**src/sv/sit_pkg.sv**
```systemverilog
// Shared constants, types and hash helper for the string interning table.
package sit_pkg;

    localparam int MAX_CHARS   = 32;
    // power of two: the home slot is the low hash bits
    localparam int TABLE_SLOTS = 64;

    localparam int UNIT_W  = 16;
    localparam int ID_W    = 16;
    localparam int ST_W    = 2;
    localparam int HASH_W  = 32;
    localparam int LEN_W   = $clog2(MAX_CHARS + 1);
    localparam int CIDX_W  = (MAX_CHARS > 1) ? $clog2(MAX_CHARS) : 1;
    localparam int SLOT_W  = $clog2(TABLE_SLOTS);
    localparam int CADDR_W = $clog2(TABLE_SLOTS * MAX_CHARS);

    // result status codes
    localparam logic [ST_W-1:0] ST_FOUND    = 2'd0;
    localparam logic [ST_W-1:0] ST_NEW      = 2'd1;
    localparam logic [ST_W-1:0] ST_FULL     = 2'd2;
    localparam logic [ST_W-1:0] ST_TOO_LONG = 2'd3;

    localparam logic [ID_W-1:0]   ID_LIMIT  = 16'hFFFF;
    localparam logic [HASH_W-1:0] FNV_BASIS = 32'd2166136261;
    localparam logic [HASH_W-1:0] FNV_PRIME = 32'd16777619;

    typedef logic [LEN_W-1:0]   t_len;
    typedef logic [CIDX_W-1:0]  t_cidx;
    typedef logic [SLOT_W-1:0]  t_slot;
    typedef logic [CADDR_W-1:0] t_caddr;
    typedef logic [HASH_W-1:0]  t_hash;
    typedef logic [ID_W-1:0]    t_id;
    typedef logic [UNIT_W-1:0]  t_unit;
    typedef logic [ST_W-1:0]    t_status;

    // per-slot metadata, stored as one word
    typedef struct packed {
        t_len  len;
        t_hash hash;
        t_id   ident;
    } t_meta;

    // table access command: reads always happen at slot/cidx
    typedef struct packed {
        logic  chr_we;
        logic  meta_we;
        t_slot slot;
        t_cidx cidx;
        t_unit chr_wdata;
        t_meta meta;
    } t_tbl_cmd;

    // registered table read data
    typedef struct packed {
        logic  used;
        t_meta meta;
        t_unit chr;
    } t_tbl_rsp;

    // one FNV-1a byte step
    function automatic t_hash fnv_mix(t_hash h, logic [7:0] b);
        t_hash x;
        x = h ^ {24'd0, b};
        return x * FNV_PRIME;
    endfunction

endpackage

```
**src/sv/sit_pend.sv**
```systemverilog
// Buffer memory for the code units of the string being collected.
module sit_pend (
    input  logic           i_clk,
    input  logic           i_we,
    input  sit_pkg::t_cidx i_waddr,
    input  sit_pkg::t_unit i_wdata,
    input  sit_pkg::t_cidx i_raddr,
    output sit_pkg::t_unit o_rdata
);
    import sit_pkg::*;

    t_unit r_mem [MAX_CHARS];
    t_unit r_rdata;

    // one write port, one registered read port
    always_ff @(posedge i_clk) begin
        if (i_we) begin
            r_mem[i_waddr] <= i_wdata;
        end
        r_rdata <= r_mem[i_raddr];
    end

    assign o_rdata = r_rdata;

endmodule

```
**config.mk**
```make
export PLATFORM = sky130hd
export DESIGN_NAME = sit_pend
export DESIGN_NICKNAME = d
export VERILOG_FILES = /design/src/sv/sit_pkg.sv /design/src/sv/sit_pend.sv
export SDC_FILE = /design/constraint.sdc
export NUM_CORES = 1
export LEC_CHECK = 0
export CAP_MARGIN = 20
export CORE_ASPECT_RATIO = 0.75
export CORE_MARGIN = 4
export CORE_UTILIZATION = 55
export CTS_BUF_LIST = sky130_fd_sc_hd__clkbuf_4 sky130_fd_sc_hd__clkbuf_8
export DETAILED_ROUTE_END_ITERATION = 8
export DONT_BUFFER_PORTS = 1
export MAX_ROUTING_LAYER = met4
export PLACE_DENSITY = 0.71
export SKIP_LAST_GASP = 1
export SLEW_MARGIN = 40
export SYNTH_ARGS = -nofsm -noshare
export SYNTH_HDL_FRONTEND = slang
export SYNTH_SLANG_ARGS = --single-unit
```
**constraint.sdc**
```tcl
create_clock -name i_clk -period 2.22 [get_ports i_clk]
set_clock_uncertainty 0.05 [all_clocks]
set_input_delay 0.444 -clock i_clk [delete_from_list [all_inputs] [get_ports i_clk]]
set_output_delay 0.444 -clock i_clk [all_outputs]
set_load 0.05 [all_outputs]
```
==> results by group <==
Outcome
  – Status: completed

Finish
  – Register area: 15700 sq um
  – P&R area growth vs syn: 12.0%
  – Share of cells above drive strength 1: 16.7%
  – Nets: 1261
  – FILL cells: 2576
  – Area of the multi-input gates: 4350 sq um

Global routing
  – Global Route met1 Usage: 34.0%
  – Antenna violations before repair: 0
  – First-pass GRT wire length: 68200 microns
  – M3 GR Usage: 5.14%
  – Grt peak-use layer: met1
  – Vias in the first global route: 10900
  – Global-route usage over all layers: 23.2%
  – Largest net degree at the start of global routing: 257
  – Grt ovf: 0
  – M2 GR Usage: 32.9%

Clocking
  – CTS tree: done
  – CTS H-Tree Depth: 3
  – Root Buffer: clkbuf_8
  – Clock Path Buffers: 3
  – Clk_lat worst skew: 630 ps
  – Clock tree sinks: 528
  – TritonCTS Buffers: 76
  – CTS resizes: 0
  – Clk pin slew, worst setup/hold paths: 60 ps

Critical path
  – Crit path capture type: primary output
  – Setup crit end: o_rdata[0]
  – Reg-to-reg endpoint: o_rdata[9]$_DFF_P_
  – Register-to-register setup slack: 630 ps
  – WP depth: 0
  – Crit path from: o_rdata[0]$_DFF_P_
  – Cell count of the worst reg-to-reg path: 5
  – Data arrival time of the critical path: 1420 ps
  – Class of the most critical setup path: reg2out
  – Worst reg2reg path startpoint: r_mem[27][9]$_DFFE_PP_
  – CP required: 1730 ps
  – Startpoint types: flip-flop
  – Crit-path max FO: 1

Timing
  – Fin. max-slew vios: 0
  – Final setup viols: 0
  – WHS: 28.6 ps
  – Slew headroom: 45.7%
  – Post-route clock period utilization: 86.3%
  – Max Clk Rate: 0.522 GHz
  – Final Hold Violating Endpoints: 0
  – Setup TNS: 0 ps
  – RSZ-0062 raised after global routing: no
  – Worst slew pin tran: 815 ps
  – Tmin final: 1920 ps

Yosys
  – Synth area leader: edfxtp_1
  – Area share of the largest cell type after synthesis: 74.9%
  – Post-synth EDFFs: 512
  – #FFs+latches synth: 528
  – Async S/R FF share, synth: 0%
  – Post-Syn Area: 20500 sq um
  – Synth cell types: 26
  – Synth area leaders: edfxtp_1, mux2i_1, a22oi_1
  – Syn Nets: 1171
  – Average cell area after synthesis: 18.0 sq um
  – Seq/Total Area, Yosys: 76.4%
  – Synth warn: 0
  – Synth Flop Type: edfxtp_1
  – Syn Inst Count: 1143

Floorplan
  – Die X: 231 microns
  – Core area: 36300 sq um
  – Core Rows: 60
  – Full die area: 40500 sq um
  – Chip height: 175 microns
  – Initial Util: 56.5%
  – IO Count: 44

Power
  – Pleak: 8.06 nW
  – Final Power: 19.7 mW
  – Peak VDD IR: 0.556 mV
  – Pwr/cell area: 858 nW/um^2

Route
  – Wirelength per Cell: 25.3 microns
  – Routed WL: 45300 microns
  – Via count: 10900
  – Antenna Nets Post-Route: 0
  – 1st-pass router iterations: 5
  – Detailed Route Iter0 Violations: 1153
  – Routed vias/inst: 6.07
  – Drt drc: 0

Placed design
  – Port Buffers: 0
  – HPWL Detailed: 26900 microns
  – RD Place Congestion: 0.849

Job
  – Max-cap viol count: 0

Min path
  – HP Class: in2reg
==> cells by family (layout without fill, tap and decap cells) <==
logic type             Yosys count  in the layout  share of synthesized area, %
other                            0              1                             0
multiplexers                   256            256                          12.5
flip-flops                     528            528                          76.4
AO/OA/AOI/OAI                  144            144                          4.97
AND/OR/NAND/NOR                148            148                          3.49
buffers and inverters           67            215                          2.63
==> power breakdown <==
group          internal, mW  switching (mW)  leakage (nW)
sequential             11.1           0.199          4.75
combinational         0.358           0.534          2.53
clock                  4.04            3.51         0.790
total                  15.5            4.24          8.06
==> how the worst min path moves through the flow <==
stage,end,startpoint,depth (start not counted)
floorplan,r_mem[0][0]$_DFFE_PP_,i_wdata[0],0
global placement,r_mem[28][13]$_DFFE_PP_,i_wdata[13],0
detailed placement,r_mem[21][0]$_DFFE_PP_,i_wdata[0],0
CTS,o_rdata[4]$_DFF_P_,i_raddr[4],2
global route,o_rdata[1]$_DFF_P_,i_raddr[4],2
finish,o_rdata[1]$_DFF_P_,i_raddr[4],2
==> placed cells by master (no fill, tap or decap) <==
cell,Yosys,final
a21oi_1,32,32
a22o_1,32,32
a22oi_1,64,64
a31oi_1,16,16
and2_2,0,1
buf_12,5,19
buf_2,19,5
buf_4,19,52
bufinv_16,0,1
clkbuf_4,0,27
clkbuf_8,0,84
clkinv_1,0,17
clkinv_2,0,3
clkinvlp_4,0,2
dfxtp_1,16,16
diode_2,0,1
dlygate4sd3_1,0,3
edfxtp_1,512,512
inv_6,0,2
mux2i_1,256,256
nand2_1,33,33
nand2b_1,2,2
nand3_1,34,34
nand3b_1,5,5
nand4_1,16,16
nor2_1,33,20
nor2_2,0,13
nor2_4,1,1
nor2b_4,0,2
nor3_1,16,16
or2_1,1,1
or3_1,1,1
or3b_2,3,3
==> timing repair <==
item | CTS | global route
buffers inserted | 0 | 0
hold buffers | 19 | 0
hold endpoints to repair | 527 | 0
==> layer usage <==
metal  routed length [microns]  vias up
li1                          -     4758
met1                     20200     5536
met2                     20400      465
met3                      3460       94
met4                      1230        0
met5                         0        -
==> per-stage QoR <==
stage               worst slack [ps]  instances  util (%)  instance area, sq um
finish                           304       1788      63.3                 23000
global route                     238       1787      63.3                 23000
CTS                              211       1787      63.3                 23000
detailed placement               209       1632      58.4                 21200
global placement                 221       1632      58.4                 21200
floorplan                      -14.0       1143         -                 20500
==> flip-flops by register name (all words and copies together) (netlist names) <==
register,cells
o_rdata,16
r_mem,512
==> synthesized netlist by cell type (all sizes together) (16+ instances only) <==
cell and count:
nand4 16, a22oi 64, a22o 32, dfxtp 16
nor2 34, nand3 34, mux2i 256, a31oi 16
buf 55, a21oi 32, edfxtp 512, nand2 33
nor3 16
==> layout make-up <==
cell class	count	share of cell area [%]
Sequential cell	528	68.3
Multi-Input combinational cell	548	18.9
Clock buffer	111	5.91
Timing Repair Buffer	79	3.59
Tap cell	496	2.70
Clock inverter	25	0.615
Antenna cell	1	0.0109
No activity file was read; power rests on OpenSTA's default activity.
